[src/hw/rtl/cke_pkg.sv]
// ----------------------------------------------------------------------------
// cke_pkg
// Types, constants and helpers of the ChaCha keystream XOR block.
// ----------------------------------------------------------------------------
package cke_pkg;

   localparam int BLOCK_BYTES = 64;
   localparam int WORDS       = 16;
   localparam int LANES       = 4;
   localparam int KEY_PAIRS   = 4;
   localparam int OFFSET_W    = $clog2(BLOCK_BYTES);
   localparam int POS_W       = OFFSET_W + 1;
   localparam int WIDX_W      = $clog2(WORDS);

   localparam int QUEUE_DEPTH = 4;
   localparam int QPTR_W      = $clog2(QUEUE_DEPTH);
   localparam int QCNT_W      = $clog2(QUEUE_DEPTH + 1);

   localparam int CSR_ADDR_W  = 6;
   localparam int CSR_DATA_W  = 64;
   localparam int ROUNDS_W    = 5;
   localparam logic [ROUNDS_W-1:0] ROUNDS_RESET = 5'd20;

   typedef logic [31:0] word_type;

   localparam word_type SIGMA [4] = '{32'h61707865, 32'h3320646E,
                                      32'h79622D32, 32'h6B206574};

   typedef enum logic [2:0] {
      REG_KEY0   = 3'd0,
      REG_KEY1   = 3'd1,
      REG_KEY2   = 3'd2,
      REG_KEY3   = 3'd3,
      REG_NONCE  = 3'd4,
      REG_ROUNDS = 3'd5
   } csr_reg_type;

   typedef struct packed {
      logic [KEY_PAIRS-1:0][63:0] key;
      logic [63:0]                nonce;
      logic [ROUNDS_W-1:0]        rounds;
   } cfg_type;

   // one queued request: data byte, where it lands in the block, and
   // whether a fresh block has to be made first
   typedef struct packed {
      logic [7:0]          data;
      logic [OFFSET_W-1:0] offset;
      logic                new_block;
   } qitem_type;

   typedef enum logic [1:0] {
      BK_WAIT,
      BK_ROUND,
      BK_FINAL
   } back_state_type;

   function automatic word_type rol32(input word_type v, input int unsigned s);
      return (v << s) | (v >> (32 - s));
   endfunction

endpackage

[src/hw/rtl/cke_if.sv]
// ----------------------------------------------------------------------------
// cke_req_if / cke_rsp_if
// Valid/ready channels for the request bytes and the result bytes.
// ----------------------------------------------------------------------------
interface cke_req_if;
   logic       valid;
   logic       ready;
   logic [7:0] data_byte;

   modport source (output valid, output data_byte, input ready);
   modport sink   (input valid, input data_byte, output ready);
endinterface


[src/hw/rtl/cke_front.sv]
// ----------------------------------------------------------------------------
// cke_front
// Takes request bytes, tracks the block position and tags each byte with
// its offset and whether it opens a new keystream block.
// ----------------------------------------------------------------------------
module cke_front (
   input  logic               clock,
   input  logic               reset,
   cke_req_if.sink            req,
   input  logic               restart,
   output logic               push_valid,
   input  logic               push_ready,
   output cke_pkg::qitem_type push_item
);
   import cke_pkg::*;

   logic [POS_W-1:0]    pos_ff, pos_in;
   logic                need_block;
   logic [OFFSET_W-1:0] offset;

   // position zero means no block yet
   assign need_block = (pos_ff == '0) || (pos_ff >= POS_W'(BLOCK_BYTES));
   assign offset     = need_block ? '0 : pos_ff[OFFSET_W-1:0];

   assign req.ready  = push_ready;
   assign push_valid = req.valid;

   always_comb begin
      push_item.data      = req.data_byte;
      push_item.offset    = offset;
      push_item.new_block = need_block;
   end

   always_comb begin
      priority if (restart) begin
         pos_in = '0;
      end else if (req.valid && push_ready) begin
         pos_in = POS_W'({1'b0, offset}) + POS_W'(1);
      end else begin
         pos_in = pos_ff;
      end
   end

   always_ff @(posedge clock) begin
      if (reset) begin
         pos_ff <= '0;
      end else begin
         pos_ff <= pos_in;
      end
   end

endmodule

[src/flat_wrapper.sv]
// flat-port wrapper written by rule: the top's interface ports become plain ports
module cke_front_flat import cke_pkg::*;
  (clock, reset, restart, push_valid, push_ready, push_item, req_valid, req_data_byte, req_ready);
  cke_req_if req_i ();
  input  logic clock;
  input  logic reset;
  input  logic restart;
  output logic push_valid;
  input  logic push_ready;
  output cke_pkg::qitem_type push_item;
  input wire logic [$bits(req_i.valid)-1:0] req_valid;
  input wire logic [$bits(req_i.data_byte)-1:0] req_data_byte;
  output wire logic [$bits(req_i.ready)-1:0] req_ready;
  assign req_i.valid = req_valid;
  assign req_i.data_byte = req_data_byte;
  assign req_ready = req_i.ready;
  cke_front u_core (.clock(clock), .reset(reset), .req(req_i), .restart(restart), .push_valid(push_valid), .push_ready(push_ready), .push_item(push_item));
endmodule
[config.mk]
export PLATFORM = sky130hd
export DESIGN_NAME = cke_front_flat
export DESIGN_NICKNAME = d
export VERILOG_FILES = /design/src/hw/rtl/cke_pkg.sv /design/src/hw/rtl/cke_if.sv /design/src/hw/rtl/cke_front.sv /design/src/flat_wrapper.sv
export SDC_FILE = /design/constraint.sdc
export NUM_CORES = 1
export LEC_CHECK = 0
export BUFFER_PORTS_ARGS = -buffer_cell sky130_fd_sc_hd__buf_2
export CAP_MARGIN = 20
export CORE_MARGIN = 2
export CORE_UTILIZATION = 35
export DETAILED_ROUTE_END_ITERATION = 12
export HOLD_SLACK_MARGIN = 0.02
export PLACE_DENSITY = 0.68
export SLEW_MARGIN = 20
export SYNTH_ARGS = -nofsm -noshare
export SYNTH_HDL_FRONTEND = slang
export SYNTH_SLANG_ARGS = --single-unit
[constraint.sdc]
create_clock -name clock -period 1.8 [get_ports clock]
set_clock_uncertainty 0.2 [all_clocks]
set_input_delay 0.27 -clock clock [delete_from_list [all_inputs] [get_ports clock]]
set_output_delay 0.27 -clock clock [all_outputs]
set_load 0.005 [all_outputs]
==> reports/results.ini <==
[run_status]
outcome = finished, final reports clean

[layout]
ff_latch_area_sq_um = 140
finalInstanceArea_sq_um = 497
largest_register_ffs = 7
top_regs = u_core.pos_ff (7)
nNetsFinal = 79
syn_to_final_growth_pct = 4.75
drive_above_1_share_pct = 28.1
multiInputGateArea_sq_um = 246
diodes = 0
fillers = 136
largest-register = u_core.pos_ff

[clock_network]
ctsResizeCount = 0
clock_sinks = 7
cts_setup_buffers = 0
cts-root-buf = clkbuf_4
htreeDepth = 1
clock_latency_ns = 0.25
clk_pin_slew_worst_paths_ns = 0.05
clock_path_buffers = 2
tritoncts = built
cts_buffers = 3
ctsHoldBuffers = 0

[synth]
synth_compound_area_share_pct = 15.0
yosys-top-cells-area = dfxtp_1 30%, buf_4 17%, nor2b_1 6.6%
synthDominantCellAreaShare_pct = 29.6
synthTopCellsByCount = 11 x buf_4, 7 x dfxtp_1, 5 x nor2b_1
netlist_instances = 59
post-synth-top-count-cell = buf_4
synth_ff_type = dfxtp_1
synthMuxAreaShare_pct = 4.22
synth_nets = 73
synth_enable_flop_cells = 0
synth-seq-cells = 7
synthArstFlopShare_pct = 0
ys_seq_area_share_pct = 29.6
synth_xor_area_share_pct = 0
yosysTopAreaCell = dfxtp_1
synthSimpleGateAreaFrac_pct = 30.1
synth_warnings = 0
avgSynthCellArea_sq_um = 8.04
yosysUniqueCellTypes = 24
yosys.area_share.adder_pct = 2.64
synth_top_family_by_area = simple AND/OR/NAND/NOR gates
synth_area_sq_um = 474

[power]
p_seq_share_pct = 47.6
clock_power_share_pct = 44.8
comb_power_share_pct = 7.6
ir_worst_vdd_v = 0.000279
leakage_nw = 0.210
p_total_uw = 330
internal_power_uw = 252
p_switching_uw = 78.4
sw_frac_of_total_pct = 23.8
p_per_area_nw_per_um2 = 664

[global_route]
gr-total-overflow = 0
grt_util_met1_pct = 17.6
grt_pass1_vias = 310
grt_use_total_pct = 12.2
grt_pass1_wl_microns = 1340
gr-usage-met2_pct = 14.5
use_met3_pct = 7.07
grt_max_degree = 14
grt-busiest-layer = met1
antenna_found_initial = 0

[timing]
slew_viol_final = 0
tns_ns = 0
min_period_ns = 1.67
finalHoldViolCount = 0
finalSetupViolations = 0
tightestPinTransition_ns = 0.382
timing.fmax_mhz = 599
rsz0062_at_grt = false
slew_headroom_pct = 74.5
period_share_pct = 92.7

[floorplan]
die-width_microns = 40.8
die_h_microns = 40.8
dieArea_sq_um = 1670
start_util_pct = 36.9
rows = 13
core_sq_um = 1280
io_pins = 30

[routing]
via_per_inst = 5.37
drc_errors = 0
antenna_left = 0
post_drt_wl_per_cell_microns = 11.5
drtIter0Drc = 15
vias = 424
firstDrtPassIters = 4
wl_microns = 907

[worst_hold_path]
hold_class = primary input to flop

[job]
drv_cap = 0

[place]
placed_area_sq_um = 470
routabilityCongestion = 0.776
io_buffers = 13
hpwl_microns = 695

[worst_setup_path]
worstPathRequired_ns = 1.33
crit_path_max_fanout = 13
end_kind = output pin
crit_type = flop to output pin
start_kind = flop
cp.arrival_ns = 1.20

## per-stage QoR
stage          setup slack (ns)  hold slack [ns]  std cells  utilization (%)
6_report                  0.131            0.104         79             38.7
5_1_grt                  0.0716            0.125         79             38.7
4_1_cts                   0.120           0.0971         79             38.7
3_5_place_dp              0.309            0.306         75             36.6
3_3_place_gp              0.339            0.296         75             36.6
2_1_floorplan             0.382            0.246         59                -
## layout by cell type (no fill, tap or decap), types with 3 or more instances in the layout
| master | netlist | routed |
|---|---|---|
| dfxtp_1 | 7 | 7 |
| clkbuf_4 | 0 | 3 |
| nor2_1 | 4 | 4 |
| nand3_1 | 4 | 4 |
| nor2b_1 | 5 | 5 |
| buf_2 | 1 | 13 |
| nand2_1 | 4 | 4 |
| o21ai_0 | 3 | 3 |
## final cells by class
type	instances	share of cell area [%]
Sequential cell	7	28.2
Clock buffer	4	5.29
Tap cell	15	3.78
Timing Repair Buffer	13	13.1
Multi-Input combinational cell	40	49.6
## logic make-up (layout without fill, tap and decap cells)
family	count (synthesis)	in the layout
flip-flops	7	7
adder cells (fa/ha/maj)	1	1
AND/OR/NAND/NOR	26	26
multiplexers	2	2
buffers and inverters	12	17
AO/OA/AOI/OAI	11	11
## path summary, 6_finish.rpt
path / start / endpoint / slack (ns) / depth (start not counted)
worst max-delay path: u_core.pos_ff[6] / push_item[3] / 0.13 / 2
worst min-delay path: restart / u_core.pos_ff[4] / 0.10 / 3
worst max register to register: u_core.pos_ff[6] / u_core.pos_ff[4] / 0.28 / 4
worst min register to register: u_core.pos_ff[1] / u_core.pos_ff[1] / 0.32 / 2
## power groups by stage
stage / logic (mW) / clock network [mW] / registers, mW
3_3_place_gp: 0.0250 / 0 / 0.160
4_1_cts: 0.0252 / 0.156 / 0.157
3_5_place_dp: 0.0251 / 0 / 0.160
2_1_floorplan: 0.0309 / 0 / 0.160
5_1_grt: 0.0278 / 0.161 / 0.157
6_report: 0.0249 / 0.148 / 0.157
## per-layer routing
| layer | wire [microns] | vias to the layer above |
|---|---|---|
| li1 | - | 212 |
| met1 | 423 | 186 |
| met3 | 103 | 0 |
| met2 | 380 | 26 |
| met5 | 0 | - |
| met4 | 0 | 0 |
## critical path, stage by stage (launching register included)
cell	delay, ns
dfxtp_1	0.55
and2b_2	0.28
buf_2	0.12
(Power assumes the default switching activity.)
