`src/hw/rtl/cke_pkg.sv`:
```
// ----------------------------------------------------------------------------
// cke_pkg
// Types, constants and helpers of the ChaCha keystream XOR block.
// ----------------------------------------------------------------------------
package cke_pkg;

   localparam int BLOCK_BYTES = 64;
   localparam int WORDS       = 16;
   localparam int LANES       = 4;
   localparam int KEY_PAIRS   = 4;
   localparam int OFFSET_W    = $clog2(BLOCK_BYTES);
   localparam int POS_W       = OFFSET_W + 1;
   localparam int WIDX_W      = $clog2(WORDS);

   localparam int QUEUE_DEPTH = 4;
   localparam int QPTR_W      = $clog2(QUEUE_DEPTH);
   localparam int QCNT_W      = $clog2(QUEUE_DEPTH + 1);

   localparam int CSR_ADDR_W  = 6;
   localparam int CSR_DATA_W  = 64;
   localparam int ROUNDS_W    = 5;
   localparam logic [ROUNDS_W-1:0] ROUNDS_RESET = 5'd20;

   typedef logic [31:0] word_type;

   localparam word_type SIGMA [4] = '{32'h61707865, 32'h3320646E,
                                      32'h79622D32, 32'h6B206574};

   typedef enum logic [2:0] {
      REG_KEY0   = 3'd0,
      REG_KEY1   = 3'd1,
      REG_KEY2   = 3'd2,
      REG_KEY3   = 3'd3,
      REG_NONCE  = 3'd4,
      REG_ROUNDS = 3'd5
   } csr_reg_type;

   typedef struct packed {
      logic [KEY_PAIRS-1:0][63:0] key;
      logic [63:0]                nonce;
      logic [ROUNDS_W-1:0]        rounds;
   } cfg_type;

   // one queued request: data byte, where it lands in the block, and
   // whether a fresh block has to be made first
   typedef struct packed {
      logic [7:0]          data;
      logic [OFFSET_W-1:0] offset;
      logic                new_block;
   } qitem_type;

   typedef enum logic [1:0] {
      BK_WAIT,
      BK_ROUND,
      BK_FINAL
   } back_state_type;

   function automatic word_type rol32(input word_type v, input int unsigned s);
      return (v << s) | (v >> (32 - s));
   endfunction

endpackage

```
`src/hw/rtl/cke_csr.sv`:
```
// ----------------------------------------------------------------------------
// cke_csr
// Configuration registers behind an APB-style port; flags nonce writes.
// ----------------------------------------------------------------------------
module cke_csr (
   input  logic                            clock,
   input  logic                            reset,
   input  logic                            csr_psel,
   input  logic                            csr_penable,
   input  logic                            csr_pwrite,
   input  logic [cke_pkg::CSR_ADDR_W-1:0]  csr_paddr,
   input  logic [cke_pkg::CSR_DATA_W-1:0]  csr_pwdata,
   output logic [cke_pkg::CSR_DATA_W-1:0]  csr_prdata,
   output logic                            csr_pready,
   output cke_pkg::cfg_type                cfg,
   output logic                            restart
);
   import cke_pkg::*;

   logic [63:0]         key_ff [KEY_PAIRS];
   logic [63:0]         key_in [KEY_PAIRS];
   logic [63:0]         nonce_ff, nonce_in;
   logic [ROUNDS_W-1:0] rounds_ff, rounds_in;
   logic                wr;
   csr_reg_type         idx;

   assign csr_pready = 1'b1;
   assign wr  = csr_psel & csr_penable & csr_pwrite;
   assign idx = csr_reg_type'(csr_paddr[CSR_ADDR_W-1:3]);

   always_comb begin
      key_in    = key_ff;
      nonce_in  = nonce_ff;
      rounds_in = rounds_ff;
      restart   = 1'b0;
      if (wr) begin
         unique case (idx)
            REG_KEY0:   key_in[0] = csr_pwdata;
            REG_KEY1:   key_in[1] = csr_pwdata;
            REG_KEY2:   key_in[2] = csr_pwdata;
            REG_KEY3:   key_in[3] = csr_pwdata;
            REG_NONCE: begin
               nonce_in = csr_pwdata;
               restart  = 1'b1;
            end
            REG_ROUNDS: rounds_in = csr_pwdata[ROUNDS_W-1:0];
            default:    ;
         endcase
      end
   end

   always_comb begin
      unique case (idx)
         REG_KEY0:   csr_prdata = key_ff[0];
         REG_KEY1:   csr_prdata = key_ff[1];
         REG_KEY2:   csr_prdata = key_ff[2];
         REG_KEY3:   csr_prdata = key_ff[3];
         REG_NONCE:  csr_prdata = nonce_ff;
         REG_ROUNDS: csr_prdata = CSR_DATA_W'(rounds_ff);
         default:    csr_prdata = '0;
      endcase
   end

   always_comb begin
      for (int k = 0; k < KEY_PAIRS; k++) begin
         cfg.key[k] = key_ff[k];
      end
      cfg.nonce  = nonce_ff;
      cfg.rounds = rounds_ff;
   end

   always_ff @(posedge clock) begin
      if (reset) begin
         for (int k = 0; k < KEY_PAIRS; k++) begin
            key_ff[k] <= '0;
         end
         nonce_ff  <= '0;
         rounds_ff <= ROUNDS_RESET;
      end else begin
         key_ff    <= key_in;
         nonce_ff  <= nonce_in;
         rounds_ff <= rounds_in;
      end
   end

endmodule

```
`config.mk`:
```
export PLATFORM = sky130hd
export DESIGN_NAME = cke_csr
export DESIGN_NICKNAME = d
export VERILOG_FILES = /design/src/hw/rtl/cke_pkg.sv /design/src/hw/rtl/cke_csr.sv
export SDC_FILE = /design/constraint.sdc
export NUM_CORES = 1
export LEC_CHECK = 0
export ABC_AREA = 1
export CAP_MARGIN = 20
export CORE_AREA = 8 8 174 176
export DETAILED_ROUTE_END_ITERATION = 7
export DIE_AREA = 0 0 182 184
export DONT_BUFFER_PORTS = 1
export PLACE_DENSITY = 0.77
export REMOVE_ABC_BUFFERS = 1
export SYNTH_ARGS = -nofsm -noshare
export SYNTH_HDL_FRONTEND = slang
export SYNTH_SLANG_ARGS = --single-unit
```
`constraint.sdc`:
```
create_clock -name clock -period 3.55 [get_ports clock]
set_input_delay 0.71 -clock clock [delete_from_list [all_inputs] [get_ports clock]]
set_output_delay 0.71 -clock clock [all_outputs]
set_load 0.02 [all_outputs]
```
==> results of run 1 <==
==> routing by layer <==
| metal | up-vias | track usage | part of all wire |
|---|---|---|---|
| li1 | 7712 | - | - |
| met1 | 7124 | 0.335 | 0.36 |
| met2 | 812 | 0.516 | 0.48 |
| met3 | 156 | 0.119 | 0.12 |
| met4 | 0 | 0.150 | 0.041 |
| met5 | - | 0 | 0 |
==> state kept, by name, summed over array words and instances, names as in the netlist <==
register   flops
rounds_ff      5
nonce_ff      64
cfg          256
==> power by group through the flow <==
stage / Clock [uW] / Combinational (uW) / Sequential, uW
CTS: 3590 / 544 / 3810
finish: 3560 / 550 / 3810
floorplan: 0 / 405 / 3860
detailed placement: 0 / 541 / 3890
global route: 3740 / 605 / 3810
global placement: 0 / 531 / 3890
==> cell type report <==
class,count,area [um2]
Fill cell,2570,10600
Multi-Input combinational cell,1882,7770
Sequential cell,325,6510
Clock buffer,55,1050
Inverter,192,736
Tap cell,346,433
Timing Repair Buffer,34,380
Clock inverter,3,40.0
==> stage by stage <==
| step | utilization | area, um2 | hold slack, ns | worst slack [ns] | std cells |
|---|---|---|---|---|---|
| final | 0.616 | 16900 | 0.330 | 0.610 | 2837 |
| after global routing | 0.616 | 16900 | 0.328 | 0.450 | 2837 |
| after CTS | 0.616 | 16900 | 0.318 | 0.656 | 2837 |
| after detailed placement | 0.576 | 15800 | 0.588 | 0.656 | 2779 |
| after global placement | 0.576 | 15800 | 0.584 | 0.655 | 2779 |
| after floorplan | - | 14900 | 0.566 | -4.21 | 2399 |
==> worst max-delay path, stage by stage <==
cell and delay (ns):
inv_2 0.04, buf_4 0.43, nand2_1 0.17, nor2_4 0.42, nand2_1 0.09, nand2_1 0.09, inv_1 0.04, nand2_1 0.21
==> worst min-delay path by stage <==
stage,startpoint,endpoint
2_1_floorplan,rounds_ff[2]$_SDFFE_PP1P_,rounds_ff[2]$_SDFFE_PP1P_
3_3_place_gp,cfg[293]$_SDFFE_PP0P_,cfg[293]$_SDFFE_PP0P_
3_5_place_dp,cfg[280]$_SDFFE_PP0P_,cfg[280]$_SDFFE_PP0P_
4_1_cts,csr_pwdata[4],rounds_ff[4]$_SDFFE_PP1P_
5_1_grt,csr_pwdata[2],rounds_ff[2]$_SDFFE_PP1P_
6_report,csr_pwdata[4],rounds_ff[4]$_SDFFE_PP1P_
==> cells in the mapped netlist <==
cell type and number:
inv_2 5, nor2_4 3, inv_1 187, nand2_1 652, buf_1 41, buf_4 17, nand3_1 325, dfxtp_1 325
conb_1 1, nand3_4 1, nand4_1 68, buf_2 89, nor2_1 800, a21oi_1 26, clkbuf_1 39, nor2_2 4
o21ai_0 2, buf_6 1
==> logic make-up after synthesis <==
logic type,share of synthesized area
AO/OA/AOI/OAI,0.00885
buffers and inverters,0.101
flip-flops,0.411
other,0.000237
AND/OR/NAND/NOR,0.479
==> summary.txt, run 1 <==
Switching Fraction -> 0.251
Final setup viols -> 0
Crit Path Max Fanout -> 34
remaining antenna violation count -> 0
YS warnings -> 0
post-synth top area share -> 0.411
Buffers on Ports -> 0
DPL Wire Length -> 35100 um
worst path arrival time -> 2.23 ns
Num CTS Buffers -> 35
Clock Sinks -> 325
clock network fraction of design power -> 0.449
Worst-path clk slew -> 0.06 ns
GPL Wtd Cong -> 0.888
post-DR wirelength/cell -> 19.0 um
drt first pass iters -> 6
post_cts resized -> 0
area delta synth->final -> 6.85%
largest area contributor in the netlist -> dfxtp_1
final hold vios -> 0
Netlist cell types -> 18
hold depth -> 2
nets -> 2545
number of global-route vias before repair -> 14500
Worst R2R Start -> cfg[231]$_SDFFE_PP0P_
dominant cells by area after synthesis -> dfxtp_1 (41%), nor2_1 (19%), nand2_1 (15%)
Antenna diodes -> 0
Hold Buf Count CTS -> 0
starting density of the core -> 0.576
initial antenna violation count -> 0
width of the chip -> 182 um
CP startpoint kind -> input port
pin count of the biggest net entering global routing -> 133
Ports -> 466
#FFs+latches synth -> 325
Mapped Cells -> 2586
Die Y -> 184 um
max cap viols -> 0
Worst setup EP type -> output pin
share of layout cells above drive strength 1 -> 0.0389
crit path to -> csr_prdata[1]
Worst Tran Pin Value -> 0.855 ns
total leakage power -> 0.00737 uW
Seq/Total Area, Yosys -> 0.411
Max Fclk -> 340 MHz
Final Max Slew Viols -> 0
Psw -> 1990 uW
final total power -> 7910 uW
setup TNS -> 0 ns
CORE AREA -> 27500 um2
setup bufs post-CTS -> 0
mapped cell area -> 15800 um2
clock latency on the worst-skew pair -> 0.50 ns
worst reg2reg path depth -> 2
P_int -> 5930 uW
DRC -> 0
pwr/cell area -> 468 nW/um2
CTS Buffer Depth -> 3
combinational cell fraction of total power -> 0.069
Worst Hold Class -> input port to flop
clk_skew -> 0 ns
status -> complete, no violations
vias -> 15800
FP Rows -> 61
Final period util -> 0.828
vias per cell -> 5.57
most common cell after layout, fill and taps aside -> nor2_1
Worst R2R End -> cfg[231]$_SDFFE_PP0P_
RSZ-0062 raised after global routing -> no
Sequential Power Share -> 0.481
syn_area_per_cell -> 6.12 um2
root buf cell -> clkbuf_16
Tot GR Track Use -> 0.306
commonest non-fill, non-tap cells in the layout -> nor2_1 (797), nand2_1 (652), dfxtp_1 (325)
Critical path origin -> csr_paddr[4]
die area -> 33500 um2
CTS tree -> yes
Slew headroom -> 0.430
Peak supply drop -> 357 uV
fin crit period -> 2.94 ns
final WL -> 54000 um
H-Tree Depth -> 2
CP Data Required Time -> 2.84 ns
kind of critical path -> input port to output pin
1st-iter DRT viols -> 1404
slack of the worst reg-to-reg path -> 2.69 ns
GRT overflow -> 0
first-pass GRT wire length -> 82700 um
(Power assumes the default switching activity.)
==> run 2: changes to the inputs <==
--- a/config.mk
+++ b/config.mk
@@ -7,11 +7,11 @@
 export LEC_CHECK = 0
 export ABC_AREA = 1
 export CAP_MARGIN = 20
-export CORE_AREA = 8 8 174 176
+export CORE_AREA = 8 8 176 178
 export DETAILED_ROUTE_END_ITERATION = 7
-export DIE_AREA = 0 0 182 184
+export DIE_AREA = 0 0 184 186
 export DONT_BUFFER_PORTS = 1
-export PLACE_DENSITY = 0.77
+export PLACE_DENSITY = 0.76
 export REMOVE_ABC_BUFFERS = 1
 export SYNTH_ARGS = -nofsm -noshare
 export SYNTH_HDL_FRONTEND = slang
==> constraint.sdc (replaced) <==
create_clock -name clock -period 2.8 [get_ports clock]
set_input_delay 0.56 -clock clock [delete_from_list [all_inputs] [get_ports clock]]
set_output_delay 0.56 -clock clock [all_outputs]
set_load 0.02 [all_outputs]
==> run 2 against run 1 <==
Hold slack worse by 0.15 ns. Power is 28% higher. Sequential power is 27% higher. Register-to-register slack worse by 0.74 ns. Setup slack lost 0.20 ns. Wire length up 4.6%. Combinational power rose by 33%. Via count rose by 2.2%. Clock skew unchanged. Final cell count is 2.1% higher. Clock-buffer cell count up 1. Critical path depth unchanged. Critical endpoint is now csr_prdata[57]. Largest cell class unchanged.
==> summary.txt, run 2 (synthesized netlist as in run 1, its figures left out) <==
status -> complete, no violations
width of the chip -> 184 um
worst path arrival time -> 1.83 ns
post_cts resized -> 0
Final setup viols -> 0
max reg flops -> 256
pwr/cell area -> 588 nW/um2
CTS Buffer Depth -> 3
setup bufs post-CTS -> 0
vias per cell -> 5.57
final hold vios -> 0
starting density of the core -> 0.561
most common cell after layout, fill and taps aside -> nor2_1
1st-iter DRT viols -> 1350
pin count of the biggest net entering global routing -> 89
vias -> 16200
most frequent cell on the critical path -> nand2_1
start point of the worst hold path -> csr_pwdata[4]
Antenna diodes -> 0
post-DR wirelength/cell -> 19.5 um
worst hold slack -> 0.183 ns
setup TNS -> 0 ns
CP Data Required Time -> 2.24 ns
Peak supply drop -> 488 uV
slack of the worst reg-to-reg path -> 1.95 ns
share of layout cells above drive strength 1 -> 0.0470
Clock Sinks -> 325
Hold Buf Count CTS -> 0
DRC -> 0
DPL Wire Length -> 37000 um
Num CTS Buffers -> 36
drt first pass iters -> 5
nets -> 2563
GPL Wtd Cong -> 0.898
fin crit period -> 2.39 ns
dpl ws -> 0.412 ns
final WL -> 56500 um
CTS tree -> yes
GRT overflow -> 0
cell family with the largest share of critical-path delay -> simple AND/OR/NAND/NOR gates
Multi-input gate area -> 7770 um2
Final Max Slew Viols -> 0
remaining antenna violation count -> 0
Worst R2R End -> cfg[194]$_SDFFE_PP0P_
first-pass GRT wire length -> 86500 um
Final period util -> 0.852
CP max stage delay -> 0.25 ns
Slew headroom -> 0.517
total leakage power -> 0.00749 uW
commonest non-fill, non-tap cells in the layout -> nor2_1 (797), nand2_1 (652), dfxtp_1 (325)
critical-path cell list -> inv_2 > nand2_1 > nor2_4 > buf_12 > nand2_1 > nand2_1 > inv_1 > nand2_1
Die Y -> 186 um
Worst setup EP type -> output pin
kind of critical path -> input port to output pin
CP Buf/Inv Count -> 3
clock latency on the worst-skew pair -> 0.50 ns
worst reg2reg path depth -> 2
RSZ-0062 raised after global routing -> no
Worst Hold Class -> input port to flop
Buffers on Ports -> 0
Worst Tran Pin Value -> 0.721 ns
area delta synth->final -> 8.44%
Min-Delay Endpoint -> rounds_ff[4]$_SDFFE_PP1P_
max cap viols -> 0
final worst setup slack -> 0.413 ns
Crit Path Max Fanout -> 70
number of global-route vias before repair -> 15400
Ports -> 466
CP startpoint kind -> input port
Fill cells -> 2731
clk_skew -> 0 ns
CORE AREA -> 28200 um2
initial antenna violation count -> 0
Worst R2R Start -> cfg[194]$_SDFFE_PP0P_
FP Rows -> 62
H-Tree Depth -> 2
Worst-path clk slew -> 0.06 ns
CP max-delay cell -> buf_12
Tot GR Track Use -> 0.317
final total power -> 10100 uW
Max Fclk -> 419 MHz
post-layout util -> 0.608
root buf cell -> clkbuf_16
Seq. cell area -> 6510 um2
die area -> 34200 um2
hold depth -> 2
run 2: cell types whose count changed in the layout (fill, tap and decap cells not counted), sizes merged:
| cell | before | now |
|---|---|---|
| buf | 34 | 51 |
| clkbuf | 55 | 56 |
| clkinv | 3 | 6 |
| inv | 191 | 192 |
run 2: area by class of cell:
cell class	instances	area share
timing repair buffer	51	0.0325
multi-input combinational	1882	0.453
clock buffer	56	0.0616
tap	384	0.0280
inverter	192	0.0430
sequential	325	0.379
clock inverter	7	0.00350
run 2: stage by stage:
step | cells | area, um2
2_1_floorplan | 2399 | 14900
3_3_place_gp | 2834 | 16100
3_5_place_dp | 2834 | 16100
4_1_cts | 2897 | 17200
5_1_grt | 2897 | 17200
6_report | 2897 | 17200
run 2: worst max path at each step:
stage / endpoint / slack, ns / depth (start not counted) / from
2_1_floorplan: cfg[261]$_SDFFE_PP0P_ / -4.81 / 6 / csr_paddr[5]
3_3_place_gp: csr_prdata[4] / 0.42 / 9 / csr_paddr[5]
3_5_place_dp: csr_prdata[57] / 0.41 / 9 / csr_paddr[5]
4_1_cts: csr_prdata[57] / 0.41 / 9 / csr_paddr[5]
5_1_grt: csr_prdata[57] / 0.32 / 9 / csr_paddr[5]
6_report: csr_prdata[57] / 0.41 / 8 / csr_paddr[3]
run 2: report_power, final:
part | total [uW] | internal, uW | leakage [uW] | switching, uW
Clock | 4540 | 2680 | 0.000552 | 1860
Combinational | 730 | 186 | 0.00431 | 545
Sequential | 4830 | 4680 | 0.00262 | 146
run 2: routing by layer:
metal,vias to the layer above,routed length [um],global-route usage
met2,888,26900,0.528
met5,-,0,0
li1,7763,-,-
met4,0,2380,0.169
met3,175,6960,0.103
met1,7324,20300,0.357
