### src/hw/rtl/cke_pkg.sv
// ----------------------------------------------------------------------------
// cke_pkg
// Types, constants and helpers of the ChaCha keystream XOR block.
// ----------------------------------------------------------------------------
package cke_pkg;

   localparam int BLOCK_BYTES = 64;
   localparam int WORDS       = 16;
   localparam int LANES       = 4;
   localparam int KEY_PAIRS   = 4;
   localparam int OFFSET_W    = $clog2(BLOCK_BYTES);
   localparam int POS_W       = OFFSET_W + 1;
   localparam int WIDX_W      = $clog2(WORDS);

   localparam int QUEUE_DEPTH = 4;
   localparam int QPTR_W      = $clog2(QUEUE_DEPTH);
   localparam int QCNT_W      = $clog2(QUEUE_DEPTH + 1);

   localparam int CSR_ADDR_W  = 6;
   localparam int CSR_DATA_W  = 64;
   localparam int ROUNDS_W    = 5;
   localparam logic [ROUNDS_W-1:0] ROUNDS_RESET = 5'd20;

   typedef logic [31:0] word_type;

   localparam word_type SIGMA [4] = '{32'h61707865, 32'h3320646E,
                                      32'h79622D32, 32'h6B206574};

   typedef enum logic [2:0] {
      REG_KEY0   = 3'd0,
      REG_KEY1   = 3'd1,
      REG_KEY2   = 3'd2,
      REG_KEY3   = 3'd3,
      REG_NONCE  = 3'd4,
      REG_ROUNDS = 3'd5
   } csr_reg_type;

   typedef struct packed {
      logic [KEY_PAIRS-1:0][63:0] key;
      logic [63:0]                nonce;
      logic [ROUNDS_W-1:0]        rounds;
   } cfg_type;

   // one queued request: data byte, where it lands in the block, and
   // whether a fresh block has to be made first
   typedef struct packed {
      logic [7:0]          data;
      logic [OFFSET_W-1:0] offset;
      logic                new_block;
   } qitem_type;

   typedef enum logic [1:0] {
      BK_WAIT,
      BK_ROUND,
      BK_FINAL
   } back_state_type;

   function automatic word_type rol32(input word_type v, input int unsigned s);
      return (v << s) | (v >> (32 - s));
   endfunction

endpackage

### src/hw/rtl/cke_queue.sv
// ----------------------------------------------------------------------------
// cke_queue
// Short FIFO of tagged requests between the front and back ends.
// ----------------------------------------------------------------------------
module cke_queue (
   input  logic               clock,
   input  logic               reset,
   input  logic               push_valid,
   output logic               push_ready,
   input  cke_pkg::qitem_type push_item,
   output logic               pop_valid,
   input  logic               pop_ready,
   output cke_pkg::qitem_type pop_item
);
   import cke_pkg::*;

   qitem_type          entries_ff [QUEUE_DEPTH];
   qitem_type          entry_in;
   logic [QPTR_W-1:0]  wr_ptr_ff, wr_ptr_in;
   logic [QPTR_W-1:0]  rd_ptr_ff, rd_ptr_in;
   logic [QCNT_W-1:0]  count_ff, count_in;
   logic               do_push, do_pop;

   assign push_ready = (count_ff != QCNT_W'(QUEUE_DEPTH));
   assign pop_valid  = (count_ff != '0);
   assign pop_item   = entries_ff[rd_ptr_ff];
   assign do_push    = push_valid & push_ready;
   assign do_pop     = pop_valid & pop_ready;
   assign entry_in   = push_item;

   always_comb begin
      wr_ptr_in = wr_ptr_ff;
      rd_ptr_in = rd_ptr_ff;
      count_in  = count_ff;
      if (do_push) begin
         wr_ptr_in = (wr_ptr_ff == QPTR_W'(QUEUE_DEPTH - 1)) ? '0 : wr_ptr_ff + QPTR_W'(1);
      end
      if (do_pop) begin
         rd_ptr_in = (rd_ptr_ff == QPTR_W'(QUEUE_DEPTH - 1)) ? '0 : rd_ptr_ff + QPTR_W'(1);
      end
      unique case ({do_push, do_pop})
         2'b10:   count_in = count_ff + QCNT_W'(1);
         2'b01:   count_in = count_ff - QCNT_W'(1);
         default: count_in = count_ff;
      endcase
   end

   always_ff @(posedge clock) begin
      if (do_push) begin
         entries_ff[wr_ptr_ff] <= entry_in;
      end
   end

   always_ff @(posedge clock) begin
      if (reset) begin
         wr_ptr_ff <= '0;
         rd_ptr_ff <= '0;
         count_ff  <= '0;
      end else begin
         wr_ptr_ff <= wr_ptr_in;
         rd_ptr_ff <= rd_ptr_in;
         count_ff  <= count_in;
      end
   end

endmodule

### config.mk
export PLATFORM = sky130hd
export DESIGN_NAME = cke_queue
export DESIGN_NICKNAME = d
export VERILOG_FILES = /design/src/hw/rtl/cke_pkg.sv /design/src/hw/rtl/cke_queue.sv
export SDC_FILE = /design/constraint.sdc
export NUM_CORES = 1
export LEC_CHECK = 0
export ABC_CLOCK_PERIOD_IN_PS = 3100
export BUFFER_PORTS_ARGS = -buffer_cell sky130_fd_sc_hd__buf_2
export CAP_MARGIN = 20
export CORE_AREA = 2 2 91 93
export CTS_CLUSTER_DIAMETER = 80
export DETAILED_ROUTE_END_ITERATION = 8
export DIE_AREA = 0 0 93 95
export SLEW_MARGIN = 15
export SYNTH_ARGS = -nofsm -noshare
export SYNTH_HDL_FRONTEND = slang
export SYNTH_SLANG_ARGS = --single-unit
export TNS_END_PERCENT = 1
### constraint.sdc
create_clock -name clock -period 3.1 [get_ports clock]
set_input_delay 0.93 -clock clock [delete_from_list [all_inputs] [get_ports clock]]
set_output_delay 0.93 -clock clock [all_outputs]
set_load 0.01 [all_outputs]
==> impl_metrics.json, run 1 <==
{
  "status": "finished, final reports clean",
  "skew_ns": 0.00946,
  "path_buf_inv": 2,
  "reg2reg_to": "count_ff[2]$_SDFFE_PP0P_",
  "drt.antenna.violating_nets": 0,
  "first_pass_iters": 4,
  "layoutNonFillerInstCount": 284,
  "ys_seq_area_share_pct": 74.7,
  "finalWorstSetupSlack_ns": 0.597,
  "gr-usage-all-layers_pct": 10.7,
  "route.vias.total": 1281,
  "synthTopCellsByCount": "edfxtp_1, mux4_2, dfxtp_1, ha_1, inv_1",
  "ff2ff_setup_slack_ns": 0.68,
  "insertion_delay_ns": 0.34,
  "cts.sinks": 69,
  "grt-ovfl-total": 0,
  "cp_top_family": "multiplexers",
  "io_buffers": 35,
  "min_period_ns": 2.50,
  "yosysUniqueCellTypes": 27,
  "drt-initial-drc-count": 64,
  "rows": 33,
  "critical_path_class": "flip-flop to primary output",
  "worstPathCellList": "buf_12, mux4_2, buf_2",
  "initial_core_util_pct": 33.5,
  "clkTransAtPathRegs_ns": 0.07,
  "yosysTopAreaCellShare_pct": 67.9,
  "reg2reg_depth": 8,
  "setup_viol": 0,
  "yosysWarnings": 0,
  "ios": 36,
  "dp_slack_ns": 0.521,
  "syn_area_per_cell_um2": 20.4,
  "cts.repair.resized": 0,
  "relSlewSlack_pct": 67.0,
  "hold_start": "rd_ptr_ff[0]$_SDFFE_PP0P_",
  "die_w_um": 93,
  "die_area_um2": 8840,
  "clock.fmax_mhz": 400,
  "antenna_found_initial": 0,
  "syn2layout_area_growth_pct": 18.9,
  "synth_seq_cells": 69,
  "root_buffer": "clkbuf_8",
  "n_antenna_cell": 0,
  "cts_hold_buf": 0,
  "fillerInstances": 739,
  "clockBufferDepth": 2,
  "tritoncts": "built",
  "hold_viol": 0,
  "r2r-start": "count_ff[2]$_SDFFE_PP0P_",
  "die_h_um": 95,
  "synth_area_leaders": "edfxtp_1, mux4_2, dfxtp_1",
  "crit_slowest_cell": "mux4_2",
  "core_um2": 7930,
  "cp_max_fo": 15,
  "synth_nets": 156,
  "critPathMaxStageDelay_ns": 0.53,
  "start_kind": "flip-flop",
  "pwr_density_cell_nw_per_um2": 774,
  "synthCells": 130,
  "drive_gt1_share_pct": 41.3,
  "endpoint_kind": "primary output",
  "htreeDepth": 3,
  "wl_mm": 4.42,
  "synthesis.area_um2": 2650,
  "cp.arrival_ns": 1.57,
  "dp.cells": 268,
  "gp_congestion": 0.743,
  "maxCapViolations": 0,
  "power.total_uw": 2440,
  "post_dp_cell_area_um2": 2960,
  "worstHoldPathCells": 2,
  "grt_first_pass_wirelength_mm": 6.69,
  "grt_pass1_vias": 1290,
  "drc": 0,
  "final_net_count": 200,
  "cts_setup_buffers": 0,
  "synth_most_common_cell": "edfxtp_1",
  "synth-edff-count": 60,
  "required_ns": 2.17,
  "detailed_place_hpwl_mm": 2.75,
  "grt_max_degree": 16,
  "setup_tns_ns": 0,
  "via_per_inst": 4.51,
  "p_leak_uw": 0.00110,
  "cts_buffers": 9,
  "rsz0062_at_grt": "no",
  "hold_path_class": "flip-flop to flip-flop",
  "tightest_slew_ns": 0.490,
  "ir_drop_mv": 0.507,
  "postSynth.asyncResetShare_pct": 0,
  "maxSlewViolCount": 0,
  "final_area_um2": 3150,
  "yosysTopAreaCell": "edfxtp_1",
  "routedWlPerCell_um": 15.6,
  "fin_crit_sh_pct": 80.7,
  "synth-main-ff-cell": "edfxtp_1"
}
-- power by group --
group	switching [uW]	internal, uW	total [uW]
clock network	330	370	700
logic	291	283	574
registers	45.2	1120	1170
-- layer usage --
layer	track usage [%]	wire length [um]
met1	12.8	2000
met2	16.7	2100
met3	5.83	316
met4	3.31	17
met5	0	0
-- cell type report --
class / instances / area [um2] / share of cell area [%]
Tap cell: 105 / 131 / 4.17
Sequential cell: 69 / 1980 / 62.8
Clock buffer: 10 / 128 / 4.05
Multi-Input combinational cell: 50 / 618 / 19.6
Timing Repair Buffer: 38 / 210 / 6.66
Clock inverter: 6 / 62.6 / 1.98
Inverter: 6 / 22.5 / 0.714
-- worst register-to-register path, stage by stage, from the launching register on --
cell and delay, ns:
dfxtp_1 0.39, or3b_1 0.49, nand2_2 0.16, ha_1 0.19
inv_1 0.06, fa_1 0.38, xor2_1 0.16, or3_2 0.41
a21oi_1 0.14
-- sequential cells by signal, summed over array words and instances, names as in the netlist, named ones only --
| name | count |
|---|---|
| count_ff | 3 |
| entries_ff | 60 |
| wr_ptr_ff | 2 |
| rd_ptr_ff | 2 |
-- worst max-delay path by stage --
stage / startpoint / endpoint / slack [ns] / cells after the start
after detailed placement: pop_ready / count_ff[2]$_SDFFE_PP0P_ / 0.52 / 9
final: flip-flop / pop_item[10] / 0.60 / 3
after global routing: flip-flop / pop_item[9] / 0.51 / 3
after floorplan: pop_ready / count_ff[2]$_SDFFE_PP0P_ / 0.69 / 8
after global placement: pop_ready / count_ff[2]$_SDFFE_PP0P_ / 0.57 / 9
after CTS: flip-flop / pop_item[9] / 0.55 / 3
-- stage by stage --
stage               util, %  hold slack [ns]
detailed placement     37.4            0.488
CTS                    39.8            0.500
global placement       37.4            0.488
floorplan                 -            0.463
global route           39.8            0.546
finish                 39.8            0.498
-- cells by family after synthesis --
logic type	count (synthesis)	synth area share (%)
adder cells (fa/ha/maj)	7	3.58
XOR/XNOR	2	0.660
AND/OR/NAND/NOR	17	3.87
buffers and inverters	11	2.03
multiplexers	17	13.5
AO/OA/AOI/OAI	7	1.70
flip-flops	69	74.7
-- layout by cell type, fill, tap and decap left out, types with 2 or more instances in the layout --
| cell type | Yosys | layout |
|---|---|---|
| edfxtp_1 | 60 | 60 |
| clkinvlp_4 | 0 | 2 |
| xor2_1 | 2 | 2 |
| mux2i_1 | 2 | 2 |
| buf_2 | 1 | 35 |
| or3_2 | 2 | 2 |
| nor2_1 | 4 | 4 |
| mux4_2 | 15 | 15 |
| inv_1 | 6 | 6 |
| nand2b_1 | 2 | 2 |
| a21oi_1 | 3 | 3 |
| buf_4 | 1 | 2 |
| clkbuf_8 | 0 | 9 |
| and3_2 | 3 | 3 |
| dfxtp_1 | 9 | 9 |
| ha_1 | 6 | 6 |
| or3_1 | 2 | 2 |
Note: power is estimated with default switching activity, not from simulation.
==> run 2, diff against run 1 <==
--- a/config.mk
+++ b/config.mk
@@ -5,13 +5,14 @@
 export SDC_FILE = /design/constraint.sdc
 export NUM_CORES = 1
 export LEC_CHECK = 0
-export ABC_CLOCK_PERIOD_IN_PS = 3100
+export ABC_AREA = 1
+export ABC_CLOCK_PERIOD_IN_PS = 2600
 export BUFFER_PORTS_ARGS = -buffer_cell sky130_fd_sc_hd__buf_2
 export CAP_MARGIN = 20
-export CORE_AREA = 2 2 91 93
+export CORE_AREA = 2 2 94 96
 export CTS_CLUSTER_DIAMETER = 80
 export DETAILED_ROUTE_END_ITERATION = 8
-export DIE_AREA = 0 0 93 95
+export DIE_AREA = 0 0 96 98
 export SLEW_MARGIN = 15
 export SYNTH_ARGS = -nofsm -noshare
 export SYNTH_HDL_FRONTEND = slang
==> constraint.sdc (replaced) <==
create_clock -name clock -period 2.6 [get_ports clock]
set_input_delay 0.78 -clock clock [delete_from_list [all_inputs] [get_ports clock]]
set_output_delay 0.78 -clock clock [all_outputs]
set_load 0.01 [all_outputs]
==> run 2 against run 1 <==
Against the previous run: critical path depth is 1 higher; critical path type unchanged; worst hold slack improved by 0.041 ns; combinational power is 83% higher; sequential power increased by 22%; largest cell class unchanged.
==> impl_metrics.json, run 2 <==
{
  "wl_mm": 5.32,
  "min_period_ns": 2.39,
  "final_area_um2": 3360,
  "setup_viol": 0,
  "critPathMaxStageDelay_ns": 0.50,
  "start_kind": "flip-flop",
  "cp_max_fo": 22,
  "fillerInstances": 812,
  "n_antenna_cell": 0,
  "maxSlewViolCount": 0,
  "htreeDepth": 3,
  "cts.sinks": 69,
  "syn2layout_area_growth_pct": 17.5,
  "cts_buffers": 9,
  "max_flop_register": "entries_ff",
  "tightest_slew_ns": 0.385,
  "synth_seq_cells": 69,
  "pwr_density_cell_nw_per_um2": 978,
  "clkTransAtPathRegs_ns": 0.07,
  "hold_viol": 0,
  "grt_first_pass_wirelength_mm": 8.83,
  "die_area_um2": 9410,
  "synthesis.area_um2": 2860,
  "synth-main-ff-cell": "edfxtp_1",
  "grt-ovfl-total": 0,
  "insertion_delay_ns": 0.32,
  "gr-usage-all-layers_pct": 12.7,
  "endpoint_kind": "primary output",
  "first_pass_iters": 4,
  "synth_area_leaders": "edfxtp_1, dfxtp_1, nor2_1",
  "clock.fmax_mhz": 418,
  "io_buffers": 35,
  "cts_hold_buf": 0,
  "p_leak_uw": 0.00127,
  "ir_drop_mv": 0.489,
  "setup_tns_ns": 0,
  "critical_path_class": "flip-flop to primary output",
  "fin_crit_sh_pct": 91.9,
  "syn_area_per_cell_um2": 13.3,
  "ys_seq_area_share_pct": 69.4,
  "required_ns": 1.82,
  "routedWlPerCell_um": 14.3,
  "final_common_cell": "edfxtp_1",
  "synth_most_common_cell": "edfxtp_1",
  "core_um2": 8470,
  "cts.repair.resized": 0,
  "via_per_inst": 4.60,
  "hold_path_class": "flip-flop to flip-flop",
  "post_dp_cell_area_um2": 3180,
  "detailed_place_hpwl_mm": 3.50,
  "yosysTopAreaCell": "edfxtp_1",
  "initial_core_util_pct": 33.8,
  "synthCells": 215,
  "drive_gt1_share_pct": 31.7,
  "synth-edff-count": 60,
  "drt-initial-drc-count": 68,
  "skew_ns": 0.00935,
  "most-common-layout-cells": "edfxtp_1, nor2_1, buf_2",
  "synthTopCellsByCount": "edfxtp_1, nor2_1, o21ai_1, inv_1, o21ai_2",
  "ios": 36,
  "drt.antenna.violating_nets": 0,
  "die_w_um": 96,
  "gp_congestion": 0.708,
  "yosysTopAreaCellShare_pct": 63.0,
  "route.vias.total": 1717,
  "die_h_um": 98,
  "yosysUniqueCellTypes": 23,
  "yosysWarnings": 0,
  "rows": 34,
  "postSynth.asyncResetShare_pct": 0,
  "grt_pass1_vias": 1731,
  "grt_max_degree": 23,
  "maxCapViolations": 0,
  "worstPathCellList": "buf_4, o21ai_1, o22ai_2, buf_2",
  "final_net_count": 286,
  "largest_reg_flops": 60,
  "cp.arrival_ns": 1.61,
  "synth_nets": 241,
  "tritoncts": "built",
  "status": "finished, final reports clean",
  "hold_slack_ns": 0.539,
  "relSlewSlack_pct": 74.3,
  "cts_setup_buffers": 0,
  "rsz0062_at_grt": "no",
  "antenna_found_initial": 0,
  "reg.largest.list": "entries_ff x60, count_ff x3",
  "clockBufferDepth": 2,
  "crit_slowest_cell": "dfxtp_1",
  "drc": 0,
  "root_buffer": "clkbuf_8"
}
## run 2: cell types whose count changed in the layout (fill, tap and decap cells not counted), moves of 5 or more
| cell | delta |
|---|---|
| o21ai_1 | +18 |
| nand2_1 | +9 |
| o21ai_2 | +11 |
| o22ai_1 | +5 |
| inv_1 | +9 |
| nor2_1 | +37 |
| o22ai_2 | +10 |
| mux4_2 | -15 |
## run 2: cell type report
| class | instances | area (um2) | share of cell area (%) |
|---|---|---|---|
| inverter | 18 | 67.6 | 2.01 |
| clock buffer | 10 | 128 | 3.80 |
| sequential | 69 | 1980 | 59.0 |
| multi-input combinational | 120 | 751 | 22.4 |
| clock inverter | 6 | 53.8 | 1.60 |
| timing repair buffer | 42 | 240 | 7.16 |
| tap | 108 | 135 | 4.03 |
## run 2: kinds of logic after synthesis
kind of cell / Yosys count / share of synthesized area, %
AND/OR/NAND/NOR: 61 / 9.41
adder cells (fa/ha/maj): 7 / 3.33
AO/OA/AOI/OAI: 52 / 13.5
buffers and inverters: 26 / 4.38
flip-flops: 69 / 69.4
## run 2: report_power, final
| group | internal, uW | total [uW] | switching (uW) | leakage [uW] |
|---|---|---|---|---|
| sequential | 1340 | 1430 | 81.6 | 0.000625 |
| clock | 432 | 806 | 374 | 0.0000888 |
| combinational | 414 | 1050 | 638 | 0.000555 |
| total | 2190 | 3280 | 1090 | 0.00127 |
## run 2: layer usage
layer	part of all wire [%]	up-vias	track usage, %
met5	0	-	0
met4	0.55	0	5.49
met3	4.1	2	3.09
met2	50	40	20.5
met1	46	821	15.9
li1	-	854	-
## run 2: worst paths after layout
kind | from | to | slack (ns) | depth (start not counted)
setup reg to reg | count_ff[1]$_SDFFE_PP0P_ | count_ff[2]$_SDFFE_PP0P_ | 0.84 | 12
hold reg to reg | rd_ptr_ff[1]$_SDFFE_PP0P_ | rd_ptr_ff[1]$_SDFFE_PP0P_ | 0.54 | 2
setup / recovery | flip-flop | pop_item[6] | 0.21 | 4
hold / removal | rd_ptr_ff[1]$_SDFFE_PP0P_ | rd_ptr_ff[1]$_SDFFE_PP0P_ | 0.54 | 2
## run 2: through the flow
stage | util (%) | worst slack (ns) | cells | power (uW)
2_1_floorplan | - | 0.702 | 215 | 2190
5_1_grt | 39.7 | 0.0561 | 373 | 3510
3_5_place_dp | 37.5 | 0.520 | 357 | 2520
4_1_cts | 39.7 | 0.180 | 373 | 3330
3_3_place_gp | 37.5 | 0.546 | 357 | 2500
6_report | 39.7 | 0.210 | 373 | 3280
## run 2: critical path: cells and delay by family (launching register included)
family	cells	cell delay (ns)
buf+inv	2	0.48
flops	1	0.50
compound gates	2	0.30
==> run 3, diff against run 2 <==
--- a/config.mk
+++ b/config.mk
@@ -7,7 +7,7 @@
 export LEC_CHECK = 0
 export ABC_AREA = 1
 export ABC_CLOCK_PERIOD_IN_PS = 2600
-export BUFFER_PORTS_ARGS = -buffer_cell sky130_fd_sc_hd__buf_2
+export BUFFER_PORTS_ARGS = -buffer_cell sky130_fd_sc_hd__clkbuf_2
 export CAP_MARGIN = 20
 export CORE_AREA = 2 2 94 96
 export CTS_CLUSTER_DIAMETER = 80
@@ -17,4 +17,4 @@
 export SYNTH_ARGS = -nofsm -noshare
 export SYNTH_HDL_FRONTEND = slang
 export SYNTH_SLANG_ARGS = --single-unit
-export TNS_END_PERCENT = 1
+export TNS_END_PERCENT = 100
==> run 3 against run 2 <==
Against the previous run: worst hold slack improved by 0.0041 ns; core utilization increased by 0.38 points; power increased by 3.6%; first-iteration DRC count increased by 81%; final area increased by 0.97%; worst setup slack got worse by 0.024 ns; sequential power about the same; sequential share of layout area decreased by 0.57 points; critical path type unchanged.
==> impl_metrics.json, run 3 (synthesis results as in run 2) <==
{
  "most-common-layout-cells": "edfxtp_1, nor2_1, clkbuf_2",
  "fillerInstances": 825,
  "cp_top_family": "buffers and inverters",
  "root_buffer": "clkbuf_8",
  "final_common_cell": "edfxtp_1",
  "clock.fmax_mhz": 414,
  "grt-ovfl-total": 0,
  "die_area_um2": 9410,
  "clockBufferDepth": 2,
  "pwr_density_cell_nw_per_um2": 1000,
  "fin_crit_sh_pct": 92.9,
  "cts_buffers": 9,
  "crit_slowest_cell": "dfxtp_1",
  "critical_path_class": "flip-flop to primary output",
  "p_leak_uw": 0.00130,
  "core_um2": 8470,
  "relSlewSlack_pct": 74.5,
  "io_buffers": 35,
  "endpoint_kind": "primary output",
  "tritoncts": "built",
  "detailed_place_hpwl_mm": 3.43,
  "die_h_um": 98,
  "drive_gt1_share_pct": 32.5,
  "wl_mm": 5.22,
  "drt.antenna.violating_nets": 0,
  "syn2layout_area_growth_pct": 18.6,
  "setup_viol": 0,
  "cp_max_fo": 16,
  "reg.largest.list": "entries_ff x60, count_ff x3",
  "antenna_found_initial": 0,
  "status": "finished, final reports clean",
  "n_antenna_cell": 0,
  "path_buf_inv": 3,
  "drt-initial-drc-count": 123,
  "grt_pass1_vias": 1785,
  "max_flop_register": "entries_ff",
  "route.vias.total": 1700,
  "cts.sinks": 69,
  "ir_drop_mv": 0.487,
  "htreeDepth": 3,
  "cts.repair.resized": 0,
  "die_w_um": 96,
  "final_net_count": 286,
  "hold_path_class": "flip-flop to flip-flop",
  "required_ns": 1.82,
  "maxCapViolations": 0,
  "hold_viol": 0,
  "cp.arrival_ns": 1.63,
  "ios": 36,
  "maxSlewViolCount": 0,
  "final_util_pct": 40.0,
  "routedWlPerCell_um": 14.0,
  "gr-usage-all-layers_pct": 12.1,
  "initial_core_util_pct": 33.8,
  "min_period_ns": 2.41,
  "tightest_slew_ns": 0.383,
  "clkTransAtPathRegs_ns": 0.07,
  "cts_setup_buffers": 0,
  "grt_max_degree": 23,
  "first_pass_iters": 4,
  "start_kind": "flip-flop",
  "rsz0062_at_grt": "no",
  "drc": 0,
  "gp_congestion": 0.699,
  "critPathMaxStageDelay_ns": 0.51,
  "cts_hold_buf": 0,
  "setup_tns_ns": 0,
  "skew_ns": 0.00506,
  "via_per_inst": 4.56,
  "rows": 34,
  "worstPathCellList": "inv_2, buf_12, nor2_1, o22ai_2, clkbuf_2",
  "insertion_delay_ns": 0.34,
  "grt_first_pass_wirelength_mm": 8.34,
  "largest_reg_flops": 60
}
## run 3: changes by cell type in the layout (fill, tap and decap cells not counted)
cell        previous run  this run
clkinvlp_4             1         0
buf_2                 35         0
bufinv_16              1         2
clkinv_4               0         2
clkbuf_2               0        35
clkinv_1               3         2
clkbuf_1               1         0
## run 3: stage by stage
stage | hold slack [ns] | power (uW) | area [um2] | setup slack (ns) | cells
finish | 0.543 | 3400 | 3390 | 0.185 | 373
global route | 0.587 | 3610 | 3390 | 0.0599 | 373
CTS | 0.546 | 3450 | 3390 | 0.157 | 373
detailed placement | 0.538 | 2530 | 3180 | 0.494 | 357
global placement | 0.529 | 2500 | 3180 | 0.548 | 357
floorplan | 0.483 | 2190 | 2860 | 0.702 | 215
## run 3: worst paths after layout
kind	slack (ns)	cells past startpoint	endpoint	from
worst max-delay path	0.19	5	pop_item[4]	flip-flop
worst min-delay path	0.54	2	wr_ptr_ff[1]$_SDFFE_PP0P_	wr_ptr_ff[1]$_SDFFE_PP0P_
worst max register to register	0.81	12	count_ff[2]$_SDFFE_PP0P_	count_ff[1]$_SDFFE_PP0P_
worst min register to register	0.54	2	wr_ptr_ff[1]$_SDFFE_PP0P_	wr_ptr_ff[1]$_SDFFE_PP0P_
## run 3: layer usage
| metal | up-vias | track usage, % | share of wire, % |
|---|---|---|---|
| met4 | 0 | 4.95 | 1.8 |
| li1 | 854 | - | - |
| met2 | 35 | 19.7 | 49 |
| met3 | 11 | 5.56 | 6.2 |
| met1 | 800 | 13.7 | 43 |
| met5 | - | 0 | 0 |
## run 3: layout make-up
type,instances,area (um2),share of cell area [%]
Clock inverter,7,90.1,2.66
Sequential cell,69,1980,58.5
Multi-Input combinational cell,120,751,22.1
Tap cell,108,135,3.99
Inverter,18,67.6,1.99
Timing Repair Buffer,42,240,7.09
Clock buffer,9,124,3.65
## run 3: worst reg2reg max path: stages, from the launching register on
cell and delay, ns:
dfxtp_1 0.34, nor2_4 0.18, nand2_4 0.09, nand2_2 0.12, ha_1 0.18, inv_1 0.07
fa_1 0.38, inv_1 0.06, nand2_1 0.06, nand3_1 0.07, nand2_1 0.06, inv_1 0.05
nor2_1 0.04
## run 3: where the power goes
group	switching, uW	internal, uW	total (uW)
combinational	651	411	1060
sequential	73.9	1340	1420
clock	386	534	920
total	1110	2290	3400
